## config.mk

```make
export PLATFORM = sky130hd
export DESIGN_NAME = urr_div_step
export DESIGN_NICKNAME = d
export VERILOG_FILES = /design/src/sv/urr_pkg.sv /design/src/sv/urr_div_step.sv
export SDC_FILE = /design/constraint.sdc
export NUM_CORES = 1
export LEC_CHECK = 0
export ABC_AREA = 1
export BUFFER_PORTS_ARGS = -buffer_cell sky130_fd_sc_hd__clkbuf_2
export CAP_MARGIN = 15
export CORE_AREA = 2 2 253 255
export DETAILED_ROUTE_END_ITERATION = 8
export DIE_AREA = 0 0 255 257
export GPL_TIMING_DRIVEN = 0
export MAX_ROUTING_LAYER = met4
export PLACE_DENSITY_LB_ADDON = 0.05
export SYNTH_ARGS = -nofsm -noshare
export SYNTH_HDL_FRONTEND = slang
export SYNTH_SLANG_ARGS = --single-unit
```

## constraint.sdc

```tcl
create_clock -name clk -period 2.6 [get_ports clk]
set_clock_uncertainty 0.1 [all_clocks]
set_input_delay 0.13 -clock clk [delete_from_list [all_inputs] [get_ports clk]]
set_output_delay 0.13 -clock clk [all_outputs]
set_load 0.01 [all_outputs]
```

## src/sv/urr_pkg.sv

```systemverilog
// ----------------------------------------------------------------------------
// urr_pkg
// shared widths and the per-stage record of the range reducer pipeline
// ----------------------------------------------------------------------------
`default_nettype none
package urr_pkg;
  localparam int unsigned WordW = 64;

  typedef struct packed {
    logic [WordW-1:0] lower;
    logic [WordW-1:0] draw;
    logic [WordW-1:0] span;
    logic [WordW-1:0] rem_max;
    logic [WordW-1:0] rem_draw;
    logic             bad;
    logic             full;
  } stage_t;
endpackage
`default_nettype wire

```

## src/sv/urr_div_step.sv

```systemverilog
// ----------------------------------------------------------------------------
// urr_div_step
// one restoring-division bit for both remainders (all-ones and draw by span)
// ----------------------------------------------------------------------------
`default_nettype none
module urr_div_step #(
  parameter int unsigned BitIdx = 63
) (
  input  wire logic            clk,
  input  wire logic            rst,
  input  wire logic            en,
  input  wire logic            v_in,
  input  wire urr_pkg::stage_t d_in,
  output logic                 v_out,
  output urr_pkg::stage_t      d_out
);
  localparam int unsigned W = urr_pkg::WordW;

  logic [W:0]      t_max, t_draw, dvs;
  urr_pkg::stage_t d_next;

  always_comb begin
    dvs    = {1'b0, d_in.span};
    t_max  = {d_in.rem_max, 1'b1};
    t_draw = {d_in.rem_draw, d_in.draw[BitIdx]};
    d_next = d_in;
    // subtract when the partial remainder reaches the divisor
    d_next.rem_max  = (t_max >= dvs)  ? W'(t_max - dvs)  : t_max[W-1:0];
    d_next.rem_draw = (t_draw >= dvs) ? W'(t_draw - dvs) : t_draw[W-1:0];
  end

  always_ff @(posedge clk) begin
    if (rst) begin
      v_out <= 1'b0;
    end else if (en) begin
      v_out <= v_in;
    end
  end

  always_ff @(posedge clk) begin
    if (en) begin
      d_out <= d_next;
    end
  end
endmodule
`default_nettype wire

```

==> flow_summary.toml <==
[outcome]
status = "finished clean"

[clock_network]
clk_pin_slew_worst_paths_ns = 0.06
cts_tree = "done"
htree_levels = 2
clkLatencyLatePin_ns = 0.55
cts-root-buf = "clkbuf_16"
cts_sinks = 323
cts_buffers = 37
cts-root-to-sink-buffers = 3

[min_path]
hp-start = "d_in[64]"
hold_end = "d_out[65]"
min_path_type = "input port to flop"
hold_path_depth = 5

[floorplanning]
die_x_um = 255
die_h_um = 257
rows = 92
dieArea_um2 = 65500
initial_core_util_pct = 37.5
ioPinCount = 649
core_area_um2 = 62700

[setup_path]
start_kind = "input port"
required_ns = 2.92
crit_path_max_fanout = 10
r2r_slack_ns = 1.33
r2r-start = "v_out"
rr_endpoint = "v_out"
rr_worst_depth = 3
end_kind = "flop"
worstPathArrival_ns = 2.87
critical_path_class = "input port to flop"

[yosys]
yosysWarningCount = 0
synth.avg_cell_area_um2 = 6.94
ys_types = 34
synth_edf_count = 322
synthesis.area_um2 = 23500
ys_seq_elements = 323
yosysSeqAreaShare_pct = 41.2
syn_nets = 3846
synthFlopType = "edfxtp_1"
syn_inst = 3391
synth-async-reset-ratio_pct = 0

[finish]
fin_nets = 4868
synthToLayoutAreaGrowth_pct = 39.5
instances_no_fill = 5291
nFillCells = 6396
drive_above_1_share_pct = 18.1

[sta]
hold_violations = 0
setup_slack_ns = 0.0512
maxSlewHeadroom_pct = 53.1
drv_slew = 0
setup_viol = 0
worst_pin_slew_ns = 0.704
rsz0062_at_grt = "true"
max_clock_freq_mhz = 392
period_share_pct = 98.0
fin_crit_ns = 2.55
setup_tns_ns = 0

[power]
power_frac_clock_pct = 30.7
p_int_mw = 11.5
switching_share_pct = 33.9
seq_power_share_pct = 37.9
p_switching_mw = 5.89
comb_power_share_pct = 31.4
leakage_nw = 17.9
power.density_nw_per_um2 = 530
ir_drop_v = 0.000492

[global_route]
grt_overflow = 0
antenna_found_initial = 8
grt_pass1_wl_um = 153000
gr-usage-all-layers_pct = 32.7
grt_max_degree = 108
grt_pass1_vias = 24200

[detailed_routing]
wl_um = 106000
routed-via-count = 25100
viasPerCell = 4.74
ant_nets = 0
drc_errors = 0
first_pass_iters = 6
drt-wirelength-per-cell_um = 20.1
drt_iter0_drc = 1946

[placement]
io_buffers = 648
dp.cells = 4888
gp_congestion = 1.06
dp_worst_setup_slack_ns = -1.22
place_hpwl_um = 87400

[flow_run]
drv_cap = 0
[what timing repair did]
item / in CTS / in global routing
setup endpoints to repair: 128 / 110
pin swaps: 2 / 3
hold buffers: 324 / 0
buffers inserted: 5 / 3
endpoints found under the hold margin: 328 / 0
gates resized for setup: 32 / 57
[layer usage]
layer  global-route usage (%)  up-vias  wire length (um)
met4                     10.6        0              3420
met3                     3.91      152              6320
met5                        -        -                 0
li1                         -    12500                 -
met2                     54.6      804             51500
met1                     40.9    11600             45000
[worst max-delay path, stage by stage]
cell and delay, ns:
clkbuf_2 0.13, inv_1 0.17, ha_1 0.41, nand2_1 0.15
nor2_1 0.29, nand2_1 0.22, nor3_4 0.31, nand2_8 0.17
nand2_1 0.15, buf_8 0.20, buf_6 0.21, nand3_2 0.19
nand2_1 0.11
[flip-flops by register name (all words and copies together) (netlist names)]
register and cells:
v_out 1, d_out 322
[synthesized netlist by cell type (19+ instances only)]
cell      count  area (um^2)
ha_1        127         1590
nand4_1      37          231
inv_1       774         2910
o21ai_0      39          195
edfxtp_1    322         9670
nand2_1    1363         5120
a21oi_1      90          450
nand3_1     236         1180
xor2_1       62          543
nand3b_1     19          143
nor3_1       22          110
nor2_1      213          800
[cell usage in the layout, fill, tap and decap left out, types with 37 or more instances in the layout]
cell type and n:
a21oi_1 90, clkbuf_2 652, nand4_1 37, ha_1 107, nor2_1 198, o21ai_0 39
inv_1 768, nand3_1 227, dlygate4sd3_1 324, clkbuf_16 37, edfxtp_1 322, nand2_1 1358
xor2_1 62
[cells by family after synthesis]
kind of cell	count (synthesis)	share of synthesized area [%]
simple gates	1913	32.9
buf+inv	813	13.3
flops	323	41.2
compound gates	150	3.27
fa+ha+maj	129	6.93
xor+xnor	62	2.31
mux	1	0.0426
[how the worst max path moves through the flow]
stage	start	to	slack (ns)	cells after the start
finish	d_in[166]	d_out[47]	0.05	13
global route	d_in[167]	d_out[34]	-0.006	16
CTS	d_in[128]	d_out[85]	0.002	13
detailed placement	d_in[164]	d_out[47]	-1.22	17
global placement	en	v_out	-4.36	3
floorplan	d_in[66]	d_out[86]	0.24	18
[cell type report]
type	count	area [um^2]	area share, %
Antenna cell	6	15.0	0.0458
Buffer	36	246	0.751
Clock buffer	42	945	2.88
Clock inverter	23	267	0.812
Inverter	777	2920	8.90
Multi-Input combinational cell	2255	11000	33.6
Sequential cell	323	9690	29.5
Tap cell	846	1060	3.23
Timing Repair Buffer	983	6640	20.2
[through the flow]
stage / util (%) / instance area [um^2] / total power [mW] / hold WS [ns]
after floorplan: - / 23500 / 9.36 / 0.102
after global placement: 44.3 / 27800 / 11.6 / 0.191
after detailed placement: 44.5 / 27900 / 11.6 / 0.192
after CTS: 51.9 / 32600 / 17.4 / 0.0392
after global routing: 52.3 / 32800 / 18.3 / 0.0698
final: 52.3 / 32800 / 17.4 / 0.0582
[power by group through the flow]
stage	combinational, mW	clock (mW)	sequential (mW)
CTS	5.35	5.46	6.59
finish	5.46	5.35	6.59
global route	5.96	5.66	6.65
global placement	4.88	0	6.75
floorplan	2.37	0	7.00
detailed placement	4.89	0	6.70
Power figures use the tool's default switching activity.
