<file path="config.mk">
export PLATFORM = sky130hd
export DESIGN_NAME = urr_prep
export DESIGN_NICKNAME = d
export VERILOG_FILES = /design/src/sv/urr_pkg.sv /design/src/sv/urr_prep.sv
export SDC_FILE = /design/constraint.sdc
export NUM_CORES = 1
export LEC_CHECK = 0
export BUFFER_PORTS_ARGS = -buffer_cell sky130_fd_sc_hd__buf_2
export CELL_PAD_IN_SITES_DETAIL_PLACEMENT = 0
export CELL_PAD_IN_SITES_GLOBAL_PLACEMENT = 1
export CORE_AREA = 2 2 199 201
export CTS_CLUSTER_SIZE = 16
export DETAILED_ROUTE_END_ITERATION = 10
export DIE_AREA = 0 0 201 203
export PLACE_DENSITY_LB_ADDON = 0.3
export SLEW_MARGIN = 30
export SYNTH_ARGS = -nofsm -noshare
export SYNTH_HDL_FRONTEND = slang
export SYNTH_SLANG_ARGS = --single-unit
</file>
<file path="constraint.sdc">
create_clock -name clk -period 4.4 [get_ports clk]
set_input_delay 0.44 -clock clk [delete_from_list [all_inputs] [get_ports clk]]
set_output_delay 0.44 -clock clk [all_outputs]
set_load 0.005 [all_outputs]
</file>
<file path="src/sv/urr_pkg.sv">
// ----------------------------------------------------------------------------
// urr_pkg
// shared widths and the per-stage record of the range reducer pipeline
// ----------------------------------------------------------------------------
`default_nettype none
package urr_pkg;
  localparam int unsigned WordW = 64;

  typedef struct packed {
    logic [WordW-1:0] lower;
    logic [WordW-1:0] draw;
    logic [WordW-1:0] span;
    logic [WordW-1:0] rem_max;
    logic [WordW-1:0] rem_draw;
    logic             bad;
    logic             full;
  } stage_t;
endpackage
`default_nettype wire

</file>
<file path="src/sv/urr_prep.sv">
// ----------------------------------------------------------------------------
// urr_prep
// first stage: bound check and span = upper - lower + 1
// ----------------------------------------------------------------------------
`default_nettype none
module urr_prep (
  input  wire logic                      clk,
  input  wire logic                      rst,
  input  wire logic                      en,
  input  wire logic                      v_in,
  input  wire logic [urr_pkg::WordW-1:0] lower,
  input  wire logic [urr_pkg::WordW-1:0] upper,
  input  wire logic [urr_pkg::WordW-1:0] draw,
  output logic                           v_out,
  output urr_pkg::stage_t                d_out
);
  urr_pkg::stage_t d_next;

  always_comb begin
    d_next.lower    = lower;
    d_next.draw     = draw;
    d_next.span     = upper - lower + urr_pkg::WordW'(1);
    d_next.rem_max  = '0;
    d_next.rem_draw = '0;
    d_next.bad      = $signed(upper) < $signed(lower);
    d_next.full     = (d_next.span == '0);
  end

  always_ff @(posedge clk) begin
    if (rst) begin
      v_out <= 1'b0;
    end else if (en) begin
      v_out <= v_in;
    end
  end

  always_ff @(posedge clk) begin
    if (en) begin
      d_out <= d_next;
    end
  end
endmodule
`default_nettype wire

</file>
==> results of run 1 <==
-- layout make-up --
class / count / area share
sequential: 195 / 0.330
antenna: 2 / 0.000283
clock buffer: 18 / 0.0243
clock inverter: 14 / 0.00898
timing repair buffer: 558 / 0.183
tap: 518 / 0.0366
multi-input combinational: 941 / 0.388
inverter: 135 / 0.0286
-- synthesized netlist by cell type, drive strengths merged (11+ instances only) --
cell,n
clkbuf,14
a21oi,81
nor2,57
nand2,72
nand2b,23
a21o,17
nand4,13
edfxtp,194
nor2b,23
o21ai,55
and3,11
nand3,24
and2,12
nor3,23
xor2,23
fa,31
a31oi,14
ha,125
xnor2,36
o21bai,14
inv,135
buf,133
-- power groups by stage --
stage / registers, W / clock network [W] / logic (W)
after floorplan: 0.00244 / 0 / 0.00100
after global placement: 0.00241 / 0 / 0.00199
after detailed placement: 0.00242 / 0 / 0.00199
after CTS: 0.00238 / 0.00166 / 0.00200
after global routing: 0.00240 / 0.00172 / 0.00220
final: 0.00238 / 0.00160 / 0.00200
-- registers in the layout, summed over array words and instances (netlist names) --
name / flops
d_out: 194
v_out: 1
-- routing by layer --
layer / part of all wire / track usage / wire length (um) / vias to the layer above
met1: 0.43 / 0.258 / 18300 / 5318
met5: 0 / 0 / 0 / -
met3: 0.058 / 0.0366 / 2490 / 29
met2: 0.50 / 0.356 / 21200 / 442
met4: 0.016 / 0.0638 / 696 / 0
li1: - / - / - / 5506
-- per-stage QoR --
step / total power, W / area [um2] / std cells / setup slack [ns]
finish: 0.00598 / 17700 / 2381 / 0.269
global route: 0.00631 / 17700 / 2380 / -0.0186
CTS: 0.00604 / 17700 / 2379 / 0.208
detailed placement: 0.00441 / 17100 / 2347 / -0.272
global placement: 0.00440 / 17100 / 2347 / -0.163
floorplan: 0.00344 / 14200 / 1418 / 0.394
-- logic make-up (layout without fill, tap and decap cells) --
family,after synthesis,count (layout),share of synthesized area
XOR/XNOR,59,59,0.0381
buffers and inverters,282,725,0.112
AND/OR/NAND/NOR,322,322,0.128
adder cells (fa/ha/maj),157,157,0.160
flip-flops,195,195,0.425
other,1,130,0.000273
multiplexers,8,8,0.00601
AO/OA/AOI/OAI,267,267,0.130
-- final timing paths --
check / startpoint / end / depth (start not counted) / slack (ns)
hold reg to reg: v_out / v_out / 2 / 0.51
setup / recovery: lower[1] / d_out[0] / 17 / 0.27
setup reg to reg: v_out / v_out / 2 / 3.80
hold / removal: rst / v_out / 2 / 0.13
-- worst register-to-register path: cells and delay by family (launching register included) --
kind             cells  cell delay [ns]
multiplexers         1             0.13
flip-flops           1             0.31
AND/OR/NAND/NOR      1             0.05
==> impl_metrics.toml, run 1 <==
[status]
status = "finished clean"

[synthesis]
syn_inst = 1291
synthTopCellsByArea = "edfxtp_1 (42%), ha_1 (11%), buf_4 (7.0%)"
synthArstFlopShare = 0
synth_top_area_share = 0.424
yosys_warnings = 0
synth-edff-count = 194
yosys_register_bits = 195
synth_area_um2 = 13700
synth_cell_types = 84
synth-main-ff-cell = "edfxtp_1"
yosys.area.top_type = "edfxtp_1"
syn_area_per_cell_um2 = 10.7
yosysSeqAreaShare = 0.425

[detailed_routing]
drc = 0
drtPass1Iterations = 5
vias_per_cell = 4.74
vias = 11300
ant_nets = 0
routed_wl_um = 42700
drtIter0Drc = 608
wire_per_inst_um = 17.9

[floorplanning]
die_width_um = 201
die-area_um2 = 40800
std_cell_rows = 72
die_h_um = 203
num_io_pins = 519
start_util = 0.357
placeableCoreArea_um2 = 38500

[timing]
period_needed_ns = 4.13
tightest_slew_ns = 0.741
max_freq_mhz = 242
fin_hold_ws_ns = 0.127
finalSetupViolations = 0
clock_skew_ns = 0
finalHoldViolCount = 0
setup-tns-final_ns = 0
slew_headroom = 0.493
slew_viol_final = 0
fin_crit_sh = 0.939

[final_layout]
final_common_cell = "buf_2"
fin_nets = 2200
postLayoutCoreUtil = 0.460
final_cell_mix = "buf_2 (389), edfxtp_1 (194), buf_4 (167)"
drive_gt1_frac = 0.330
multiInputGateArea_um2 = 6870
fillers = 3764
areaGrowthSynthToFinish_pct = 28.7
seqCellArea_um2 = 5850

[clock_tree]
ctsHoldBuffers = 0
clk_pin_slew_ns = 0.08
cts_sinks = 195
cts_tree = "yes"
ctsHtreeMaxLevel = 4
cts.path.max_buffers = 2
cts_setup_buffers = 0
cts_buffers = 17
cts_resized = 0
clock_tree.root_cell = "clkbuf_16"
insertion_delay_ns = 0.46

[power_and_ir_drop]
ir_drop_uv = 307
pwr-share-seq = 0.398
swShare = 0.327
power_frac_comb = 0.335
power.switching_w = 0.00195
leakagePower_nw = 8.32
p_per_area_nw_per_um2 = 338
p_int_w = 0.00402
pwr-share-clk = 0.267

[worst_setup_path]
crit_top_cell = "inv_1"
end_kind = "register"
critical_path.cell_chain = "buf_2, inv_1, ha_1, inv_1, ha_1, inv_1, fa_1, o211a_1, nand4bb_4, a2111oi_4, o21ai_1, a21o_1, a21oi_1, a21boi_1, xor2_1, or4_1, a2111oi_2"
cp_slowest_stage_delay_ns = 0.61
path_buf_inv = 4
required_ns = 4.68
cpLargestDelayFamily = "compound AO/OA/AOI/OAI gates"
crit_fanout = 3
critical-path-slowest-cell = "or4_1"
crit_type = "in -> reg"
critPathLaunchType = "input pin"
critical_path_arrival_ns = 4.41

[global_routing]
grt_max_degree = 82
grt_pass1_vias = 10900
grt_pass1_wl_um = 63000
antenna_found_initial = 4
overflow = 0
grt_usage = 0.204

[placed_design]
hpwl_um = 36100
gp_congestion = 0.893
portBuffers = 390

[run]
drv_cap = 0

[hold_path]
hold_path_class = "in -> reg"
No activity file was read; power rests on OpenSTA's default activity.
==> inputs of run 2 (changes only) <==
--- a/config.mk
+++ b/config.mk
@@ -12,6 +12,7 @@
 export CTS_CLUSTER_SIZE = 16
 export DETAILED_ROUTE_END_ITERATION = 10
 export DIE_AREA = 0 0 201 203
+export MAX_ROUTING_LAYER = met4
 export PLACE_DENSITY_LB_ADDON = 0.3
 export SLEW_MARGIN = 30
 export SYNTH_ARGS = -nofsm -noshare
==> run 2 against run 1 <==
Worst setup slack better by 0.059 ns. Non-clock buffer count down 1. Sequential share of layout area shrank 0.089 points. Largest power group unchanged. Sequential cell count unchanged.
==> impl_metrics.toml, run 2 (same netlist as run 1, synthesis figures left out) <==
[status]
status = "finished clean"

[timing]
finalSetupViolations = 0
slew_viol_final = 0
max_freq_mhz = 246
tightest_slew_ns = 0.739
fin_hold_ws_ns = 0.117
fin_ws_ns = 0.328
rsz0062_at_grt = "false"
fin_crit_sh = 0.925
setup-tns-final_ns = 0
period_needed_ns = 4.07
finalHoldViolCount = 0
clock_skew_ns = 0
slew_headroom = 0.507

[detailed_routing]
drc = 0
drtPass1Iterations = 5
vias_per_cell = 4.80
ant_nets = 0
vias = 11400
drtIter0Drc = 613
routed_wl_um = 43300
wire_per_inst_um = 18.2

[floorplanning]
num_io_pins = 519
std_cell_rows = 72
start_util = 0.357
die_h_um = 203
die_width_um = 201
placeableCoreArea_um2 = 38500
die-area_um2 = 40800

[worst_setup_path]
crit_type = "in -> reg"
crit_top_cell = "inv_1"
critical_path.cell_chain = "buf_2, inv_1, ha_1, inv_1, ha_1, inv_1, fa_2, o211a_1, nand4bb_4, a2111oi_4, o21ai_1, a21o_1, nor2b_1, buf_4, o21ai_1, xnor2_1, or4_1, a2111oi_2"
cpLargestDelayFamily = "compound AO/OA/AOI/OAI gates"
required_ns = 4.68
critical_path_arrival_ns = 4.35
cp_slowest_stage_delay_ns = 0.49
end_kind = "register"
critical-path-slowest-cell = "or4_1"
crit_cells = 18
reg2regPathDepth = 2
crit_fanout = 3
path_buf_inv = 5
critPathLaunchType = "input pin"

[placed_design]
dpl_worst_slack_ns = -0.328
portBuffers = 390
hpwl_um = 36600
dp.cells = 2344
gp_congestion = 0.911

[global_routing]
grt_max_degree = 84
grt_pass1_wl_um = 64300
overflow = 0
grt_pass1_vias = 11100
antenna_found_initial = 5
grt_usage = 0.214

[power_and_ir_drop]
power_frac_comb = 0.332
swShare = 0.326
power.switching_w = 0.00197
pwr-share-seq = 0.392
ir_drop_uv = 282
p_int_w = 0.00408
p_per_area_nw_per_um2 = 341
pwr-share-clk = 0.276
leakagePower_nw = 8.33

[final_layout]
final_cell_mix = "buf_2 (389), edfxtp_1 (194), buf_4 (166)"
reg.largest.list = "d_out (194), v_out (1)"
postLayoutCoreUtil = 0.461
multiInputGateArea_um2 = 6890
final_common_cell = "buf_2"
areaGrowthSynthToFinish_pct = 29.0
seqCellArea_um2 = 5850
fin_nets = 2199
layoutNonFillerInstCount = 2381
drive_gt1_frac = 0.332
fillers = 3767
top_register = "d_out"
largest_reg_flops = 194

[clock_tree]
ctsHoldBuffers = 0
clk_pin_slew_ns = 0.08
cts_buffers = 17
ctsHtreeMaxLevel = 4
cts_tree = "yes"
insertion_delay_ns = 0.46
cts_sinks = 195
clock_tree.root_cell = "clkbuf_16"
cts.path.max_buffers = 2

[run]
drv_cap = 0

[hold_path]
hold_path_class = "in -> reg"
hold_depth = 2
run 2: repair_timing:
action                     4_1_cts  5_1_grt
gates resized for setup          0       10
setup endpoints to repair        0        1
setup buffers                    0        2
run 2: worst paths after layout:
path / end / startpoint / slack (ns)
hold / removal: v_out / rst / 0.12
hold reg to reg: v_out / v_out / 0.50
setup / recovery: d_out[0] / lower[1] / 0.33
setup reg to reg: v_out / v_out / 3.82
run 2: routing by layer:
metal,vias up,global-route usage,routed length [um],share of wire
met4,0,0.0730,758,0.018
met1,5397,0.266,18500,0.43
met2,483,0.356,21300,0.49
met5,-,-,0,0
li1,5500,-,-,-
met3,41,0.0335,2680,0.062
run 2: per-stage QoR:
| stage | power (W) | cell area (um2) |
|---|---|---|
| 2_1_floorplan | 0.00344 | 14200 |
| 5_1_grt | 0.00639 | 17700 |
| 6_report | 0.00606 | 17700 |
| 3_3_place_gp | 0.00441 | 17000 |
| 4_1_cts | 0.00610 | 17700 |
| 3_5_place_dp | 0.00442 | 17000 |
run 2: cell type report:
cell class	count	share of cell area
Antenna cell	3	0.000423
Clock buffer	18	0.0242
Clock inverter	14	0.0108
Inverter	135	0.0286
Multi-Input combinational cell	941	0.388
Sequential cell	195	0.330
Tap cell	518	0.0365
Timing Repair Buffer	557	0.182
run 2: power by group through the flow:
stage                     Combinational (W)  Clock, W  Sequential [W]
after floorplan                     0.00100         0         0.00244
after global placement              0.00199         0         0.00242
after detailed placement            0.00199         0         0.00242
after CTS                           0.00200   0.00171         0.00238
after global routing                0.00220   0.00179         0.00240
final                               0.00201   0.00167         0.00238
