`src/sv/urr_pkg.sv`:
```
// ----------------------------------------------------------------------------
// urr_pkg
// shared widths and the per-stage record of the range reducer pipeline
// ----------------------------------------------------------------------------
`default_nettype none
package urr_pkg;
  localparam int unsigned WordW = 64;

  typedef struct packed {
    logic [WordW-1:0] lower;
    logic [WordW-1:0] draw;
    logic [WordW-1:0] span;
    logic [WordW-1:0] rem_max;
    logic [WordW-1:0] rem_draw;
    logic             bad;
    logic             full;
  } stage_t;
endpackage
`default_nettype wire

```
`src/sv/urr_finish.sv`:
```
// ----------------------------------------------------------------------------
// urr_finish
// last stage: rejection test against the limit and offset by lower bound
// ----------------------------------------------------------------------------
`default_nettype none
module urr_finish (
  input  wire logic                      clk,
  input  wire logic                      rst,
  input  wire logic                      en,
  input  wire logic                      v_in,
  input  wire urr_pkg::stage_t           d_in,
  output logic                           v_out,
  output logic [urr_pkg::WordW-1:0]      value,
  output logic                           ok,
  output logic                           bad
);
  logic [urr_pkg::WordW-1:0] limit;
  logic [urr_pkg::WordW-1:0] value_next;
  logic                      ok_next;

  always_comb begin
    limit      = '1 - d_in.rem_max;
    value_next = '0;
    ok_next    = 1'b0;
    if (d_in.bad) begin
      ok_next = 1'b0;
    end else if (d_in.full) begin
      value_next = d_in.draw;
      ok_next    = 1'b1;
    end else if (d_in.draw < limit) begin
      value_next = d_in.lower + d_in.rem_draw;
      ok_next    = 1'b1;
    end
  end

  always_ff @(posedge clk) begin
    if (rst) begin
      v_out <= 1'b0;
    end else if (en) begin
      v_out <= v_in;
    end
  end

  always_ff @(posedge clk) begin
    if (en) begin
      value <= value_next;
      ok    <= ok_next;
      bad   <= d_in.bad;
    end
  end
endmodule
`default_nettype wire

```
`config.mk`:
```
export PLATFORM = sky130hd
export DESIGN_NAME = urr_finish
export DESIGN_NICKNAME = d
export VERILOG_FILES = /design/src/sv/urr_pkg.sv /design/src/sv/urr_finish.sv
export SDC_FILE = /design/constraint.sdc
export NUM_CORES = 1
export LEC_CHECK = 0
export BUFFER_PORTS_ARGS = -buffer_cell sky130_fd_sc_hd__buf_4
export CORE_AREA = 2 2 151 153
export DETAILED_ROUTE_END_ITERATION = 10
export DIE_AREA = 0 0 153 155
export GPL_ROUTABILITY_DRIVEN = 0
export PLACE_DENSITY = 0.75
export SLEW_MARGIN = 20
export SYNTH_ARGS = -nofsm -noshare
export SYNTH_HDL_FRONTEND = slang
export SYNTH_SLANG_ARGS = --single-unit
export TNS_END_PERCENT = 50
```
`constraint.sdc`:
```
create_clock -name clk -period 5.5 [get_ports clk]
set_clock_uncertainty 0.05 [all_clocks]
set_input_delay 0.275 -clock clk [delete_from_list [all_inputs] [get_ports clk]]
set_output_delay 0.275 -clock clk [all_outputs]
set_load 0.005 [all_outputs]
```
==> flow_metrics.env, run 1 <==
export IMPL_status="completed"
export IMPL_arrival_ps=3610
export IMPL_setup_tns_ps=0
export IMPL_grt_overflow=0
export IMPL_netlist_instances=878
export IMPL_combPwrFrac=0.423
export IMPL_r2r_cells=2
export IMPL_critPathMaxFanout=5
export IMPL_hold_buffers=0
export IMPL_ant_nets=0
export IMPL_critPathRequiredTime_ps=5530
export IMPL_syn_avg_cell_area_um2=8.744
export IMPL_final_cells=1475
export IMPL_postCtsSetupBuffers=0
export IMPL_vias=8184
export IMPL_hold_depth=2
export IMPL_totalWireLength_um=28060
export IMPL_wl_per_cell_um=19.02
export IMPL_hold_viol=0
export IMPL_clock_path_buffers=2
export IMPL_drv_slew=0
export IMPL_crit_family="compound AO/OA/AOI/OAI gates"
export IMPL_finalPower_mw=2.262
export IMPL_grtUsageTotal=0.2245
export IMPL_globalRouteMet1Util=0.3185
export IMPL_synth_warnings=0
export IMPL_pin_count=393
export IMPL_grt_use_met3=0.03426
export IMPL_grtUsageMet2=0.3470
export IMPL_grt_pass1_wl_um=42200
export IMPL_synthTopCellsByArea="edfxtp_1 26%, ha_1 21%, a21oi_1 7.5%"
export IMPL_timing_final_ws_setup_ps=1928
export IMPL_fin_crit_ps=3572
export IMPL_pre_cts_slack_ps=1633
export IMPL_dp_cells=1459
export IMPL_power_frac_seq=0.282
export IMPL_synth_top_cell_by_area="edfxtp_1"
export IMPL_synth_edf_count=66
export IMPL_htree_levels=3
export IMPL_max_freq_mhz=279.9
export IMPL_switching_share=0.3321
export IMPL_cts_buffers=9
export IMPL_cp_common_cell="o31a_1"
export IMPL_end_kind="register"
export IMPL_diodes=0
export IMPL_rows=55
export IMPL_yosysSeqAreaShare=0.2608
export IMPL_drv_cap=0
export IMPL_rr_startpoint="v_out"
export IMPL_clock_latency_ps=320
export IMPL_final_util=0.4833
export IMPL_synth_nets=1331
export IMPL_initial_core_util=0.3454
export IMPL_synthArstFlopShare=0
export IMPL_core_area_um2=22230
export IMPL_syn2layout_area_growth_pct=39.91
export IMPL_ctsResizeCount=0
export IMPL_cts_sinks=67
export IMPL_drt_iter0_drc=753
export IMPL_ff2ff_setup_slack_ps=4850
export IMPL_synth_top_area_share=0.2581
export IMPL_firstDrtPassIters=6
export IMPL_nNetsFinal=1638
export IMPL_grt_pass1_vias=7815
export IMPL_grt_busiest_layer="met2"
export IMPL_cp_start_kind="input port"
export IMPL_cts_clk_slew_worst_paths_ps=60
export IMPL_hold_start="rst"
export IMPL_r2r_end="v_out"
export IMPL_slowest_delay_ps=630
export IMPL_crit_slowest_cell="a211oi_1"
export IMPL_port_buffer_count=328
export IMPL_power_switching_mw=0.7512
export IMPL_grt_max_degree=68
export IMPL_tightest_slew_ps=884.0
export IMPL_fp_dieArea_um2=23720
export IMPL_clockRootBuffer="clkbuf_16"
export IMPL_fp_dieH_um=155
export IMPL_relSlewSlack=0.4107
export IMPL_critical_path_class="input port to register"
export IMPL_synth_cell_types=61
export IMPL_intPower_mw=1.510
export IMPL_synth_flop_cell="edfxtp_1"
export IMPL_hp_class="input port to register"
export IMPL_period_share=0.6495
export IMPL_powerDensity_nw_per_um2=210.5
export IMPL_cts_tree="yes"
export IMPL_drive_above_1_share=0.2966
export IMPL_synth_seq_cells=67
export IMPL_die_w_um=153
export IMPL_final_fill_count=2129
export IMPL_grt_setup_unrepaired="false"
export IMPL_worst_path_buf_inv=2
export IMPL_vdd_drop_max_mv=0.1481
export IMPL_hpwl_um=23890
export IMPL_antenna_found_initial=0
export IMPL_leakagePower_nw=5.051
export IMPL_synth_area_um2=7677
export IMPL_viasPerCell=5.548
export IMPL_setup_viol=0
export IMPL_path_cells="buf_4 -> ha_1 -> inv_1 -> fa_1 -> nor2b_1 -> o31ai_1 -> a31oi_1 -> o21ai_1 -> o22ai_1 -> a211oi_1 -> o31a_1 -> o31a_1 -> o21ai_0 -> xor2_1 -> a22o_1"
export IMPL_clkPwrFrac=0.295
export IMPL_holdPathEnd="v_out"
export IMPL_post_route_drc_count=0
-- worst register-to-register path: stages (launching register included) --
cell,delay [ps]
dfxtp_1,300
mux2i_1,130
nor2_1,60
-- sequential cells by signal, indices dropped and copies added, names as in the netlist --
| signal | count |
|---|---|
| value | 64 |
| bad | 1 |
| ok | 1 |
| v_out | 1 |
-- worst max path at each step --
stage	from	end	cells after the start
after global routing	d_in[2]	value[62]	15
after CTS	d_in[223]	value[16]	13
final	d_in[2]	value[48]	15
after detailed placement	d_in[3]	value[63]	13
after floorplan	d_in[3]	value[61]	12
after global placement	d_in[2]	value[48]	15
-- cell usage in the layout (no fill, tap or decap), types with 17 or more instances in the layout --
cell type  count
a21o_1        54
a21oi_1      115
a22o_1        36
buf_4        331
edfxtp_1      66
ha_1         126
inv_1         17
nand2_1       59
nand4_1       27
nor2_1        54
nor3_1        27
o21ai_0       45
xnor2_1       25
xor2_1        35
-- final cells by class --
class,instances,area (um^2),area share
well taps,285,356.6,0.03320
flip-flops and latches,67,2002,0.1864
repair buffers,331,2485,0.2313
clock inverters,6,113.9,0.01060
multi-input cells,759,5492,0.5112
clock buffers,10,229.0,0.02132
inverters,17,63.81,0.005941
-- kinds of logic after synthesis --
kind of cell,Yosys count,synth area share
flops,67,0.2608
fa+ha+maj,127,0.2080
buf+inv,52,0.02542
simple gates,238,0.1527
mux,1,0.001304
compound gates,333,0.2834
xor+xnor,60,0.06845
-- cells in the mapped netlist (all sizes together) (5+ instances only) --
cell / n
ha: 126
clkbuf: 34
edfxtp: 66
nand2: 59
a22o: 36
and2: 6
o21a: 9
inv: 17
a21oi: 116
o21ai: 50
o21bai: 11
nor2: 55
or3: 5
nand2b: 7
nor3: 28
a31oi: 8
a22oi: 5
o211ai: 7
a21o: 55
and3: 7
nand3: 16
nand4: 28
nor2b: 15
xnor2: 25
xor2: 35
-- metal layers --
metal	part of all wire	up-vias
li1	-	3999
met1	0.46	3766
met2	0.44	366
met3	0.068	53
met4	0.033	0
met5	0	-
-- per-stage QoR --
stage	cell area, um^2	hold WS [ps]
finish	10740	65.59
global placement	10400	387.9
detailed placement	10400	402.6
CTS	10740	56.26
floorplan	7677	297.4
global route	10740	66.36
-- power groups by stage --
stage          combinational, mW  clock, mW  sequential (mW)
2_1_floorplan              0.502          0            0.654
3_3_place_gp               0.927          0            0.648
3_5_place_dp               0.940          0            0.650
4_1_cts                    0.945      0.678            0.639
5_1_grt                     1.04      0.698            0.644
6_report                   0.957      0.666            0.639
(Power assumes the default switching activity.)
==> run 2, diff against run 1 <==
ABC_AREA = 1   (was unset)
CORE_AREA = 2 2 152 154   (was 2 2 151 153)
DIE_AREA = 0 0 154 156   (was 0 0 153 155)
PLACE_DENSITY = 0.87   (was 0.75)
clock period = 3.6 ns   (was 5.5 ns; I/O delays follow)
==> flow_metrics.env, run 2 <==
export IMPL_syn_avg_cell_area_um2=5.942
export IMPL_powerDensity_nw_per_um2=262.2
export IMPL_max_freq_mhz=443.7
export IMPL_die_w_um=154
export IMPL_leakagePower_nw=7.638
export IMPL_clock_latency_ps=330
export IMPL_arrival_ps=2260
export IMPL_diodes=0
export IMPL_largest_register_ffs=64
export IMPL_cts_buffers=9
export IMPL_critical_path_class="input port to register"
export IMPL_hold_viol=0
export IMPL_fin_crit_ps=2254
export IMPL_setup_viol=0
export IMPL_clock_path_buffers=2
export IMPL_viasPerCell=5.302
export IMPL_initial_core_util=0.4634
export IMPL_synth_xor_xnor_area_share=0.02704
export IMPL_grt_overflow=0
export IMPL_port_buffer_count=328
export IMPL_totalWireLength_um=36730
export IMPL_final_fill_count=2083
export IMPL_yosysMostFrequentCell="nand2_1"
export IMPL_end_kind="register"
export IMPL_synth_edf_count=66
export IMPL_synthArstFlopShare=0
export IMPL_ctsResizeCount=0
export IMPL_drt_iter0_drc=1230
export IMPL_ant_nets=0
export IMPL_synth_top_family_by_area="simple AND/OR/NAND/NOR gates"
export IMPL_cp_start_kind="input port"
export IMPL_critPathRequiredTime_ps=3600
export IMPL_layout_commonest_cell="nand2_1"
export IMPL_synth_top_cell_by_area="nand2_1"
export IMPL_cts_sinks=67
export IMPL_vdd_drop_max_mv=0.1842
export IMPL_pin_count=393
export IMPL_synth_top_area_share=0.2249
export IMPL_wl_per_cell_um=15.63
export IMPL_antenna_found_initial=0
export IMPL_synth_seq_cells=67
export IMPL_drv_cap=0
export IMPL_period_share=0.6260
export IMPL_yosysSeqAreaShare=0.1932
export IMPL_synthMuxAreaShare=0.0009658
export IMPL_clockRootBuffer="clkbuf_16"
export IMPL_synth_adder_area_share=0.1541
export IMPL_core_area_um2=22370
export IMPL_relSlewSlack=0.4123
export IMPL_grt_pass1_wl_um=56920
export IMPL_fp_dieH_um=156
export IMPL_htree_levels=3
export IMPL_synth_warnings=0
export IMPL_grtUsageTotal=0.2945
export IMPL_drive_above_1_share=0.2010
export IMPL_drv_slew=0
export IMPL_hp_class="input port to register"
export IMPL_syn2layout_area_growth_pct=28.89
export IMPL_synth_simple_gate_area_share=0.4162
export IMPL_synth_flop_cell="edfxtp_1"
export IMPL_cts_clk_slew_worst_paths_ps=60
export IMPL_dp_cells=2333
export IMPL_nNetsFinal=2513
export IMPL_grt_pass1_vias=11607
export IMPL_synth_nets=2197
export IMPL_layout_common_cells="621 x nand2_1, 332 x buf_4, 309 x inv_1"
export IMPL_tightest_slew_ps=881.6
export IMPL_critPathMaxFanout=3
export IMPL_setup_tns_ps=0
export IMPL_grt_max_degree=68
export IMPL_fp_dieArea_um2=24020
export IMPL_cts_tree="yes"
export IMPL_final_util=0.5973
export IMPL_vias=12459
export IMPL_synthTopCellsByCount="621 x nand2_1, 309 x inv_1, 191 x nor2_1"
export IMPL_firstDrtPassIters=6
export IMPL_synthTopCellsByArea="nand2_1 22%, edfxtp_1 19%, ha_1 15%"
export IMPL_finalPower_mw=3.502
export IMPL_rows=55
export IMPL_hpwl_um=31260
export IMPL_netlist_instances=1744
export IMPL_post_route_drc_count=0
export IMPL_largest_register="value"
export IMPL_final_cells=2350
export IMPL_grt_setup_unrepaired="false"
export IMPL_synth_area_um2=10360
export IMPL_synth_cell_types=39
export IMPL_synth_compound_area_frac=0.08161
export IMPL_status="completed"
==> run 2: cell types whose count changed in the layout (fill, tap and decap cells not counted), sizes merged, moves of 11 or more <==
cell,change
nand3b,+17
xnor2,-16
xor2,-12
a21o,-55
nor3,-11
nand2,+590
nand4,+24
nor2,+155
nor2b,-15
o21ai,-20
a22o,-36
inv,+296
nand3,+43
==> run 2: metrics by stage <==
step | setup WS, ps | area [um^2] | hold WS [ps]
floorplan | 1597 | 10360 | 202.4
global placement | 1099 | 13080 | 286.4
detailed placement | 1056 | 13080 | 294.9
CTS | 1385 | 13360 | 43.26
global route | 1062 | 13360 | 66.18
finish | 1346 | 13360 | 43.76
==> run 2: path summary, 6_finish.rpt <==
kind	from	end	slack, ps	depth (start not counted)
min	v_in	v_out	40	3
max reg2reg	v_out	v_out	2970	2
max	d_in[2]	value[50]	1350	16
min reg2reg	v_out	v_out	450	2
==> run 2: logic make-up (layout without fill, tap and decap cells) <==
group / after synthesis / after routing
xor+xnor: 32 / 32
flops: 67 / 67
mux: 1 / 1
compound gates: 164 / 164
fa+ha+maj: 127 / 127
simple gates: 1011 / 1011
buf+inv: 342 / 663
==> run 2: metal layers <==
| layer | track usage | wire (um) |
|---|---|---|
| met2 | 0.5108 | 17060 |
| met1 | 0.3718 | 14760 |
| met5 | 0 | 0 |
| met3 | 0.03639 | 3326 |
| met4 | 0.1197 | 1583 |
==> run 2: timing repair <==
action	in CTS	in global routing
endpoints found under the hold margin	1	0
hold buffers	1	0
buffers inserted	0	0
==> run 2: layout make-up <==
type	count	area, um^2	share of cell area
inverters	314	1179	0.08824
well taps	285	356.6	0.02670
flip-flops and latches	67	2002	0.1499
multi-input cells	1335	7046	0.5274
repair buffers	333	2502	0.1873
clock buffers	11	242.7	0.01817
clock inverters	5	30.03	0.002248
==> run 2: worst max-delay path, stage by stage <==
cell     delay, ps
buf_4           80
ha_1           200
inv_1           70
fa_1           440
inv_1          120
nand3_1        100
nand3_2        140
nand2_1         70
nand2_1        170
nand3_1        160
nand3_1        100
nand2_1         50
nand2_1        150
nor2_1          90
nor2_1         110
nor2_1          40
==> run 2: report_power, final <==
group          switching [mW]  leakage [nW]  total (mW)  internal (mW)
Combinational            1.04          6.87        1.74          0.701
Sequential             0.0211         0.642       0.966          0.944
Clock                   0.317         0.131       0.797          0.481
Total                    1.38          7.64        3.50           2.13
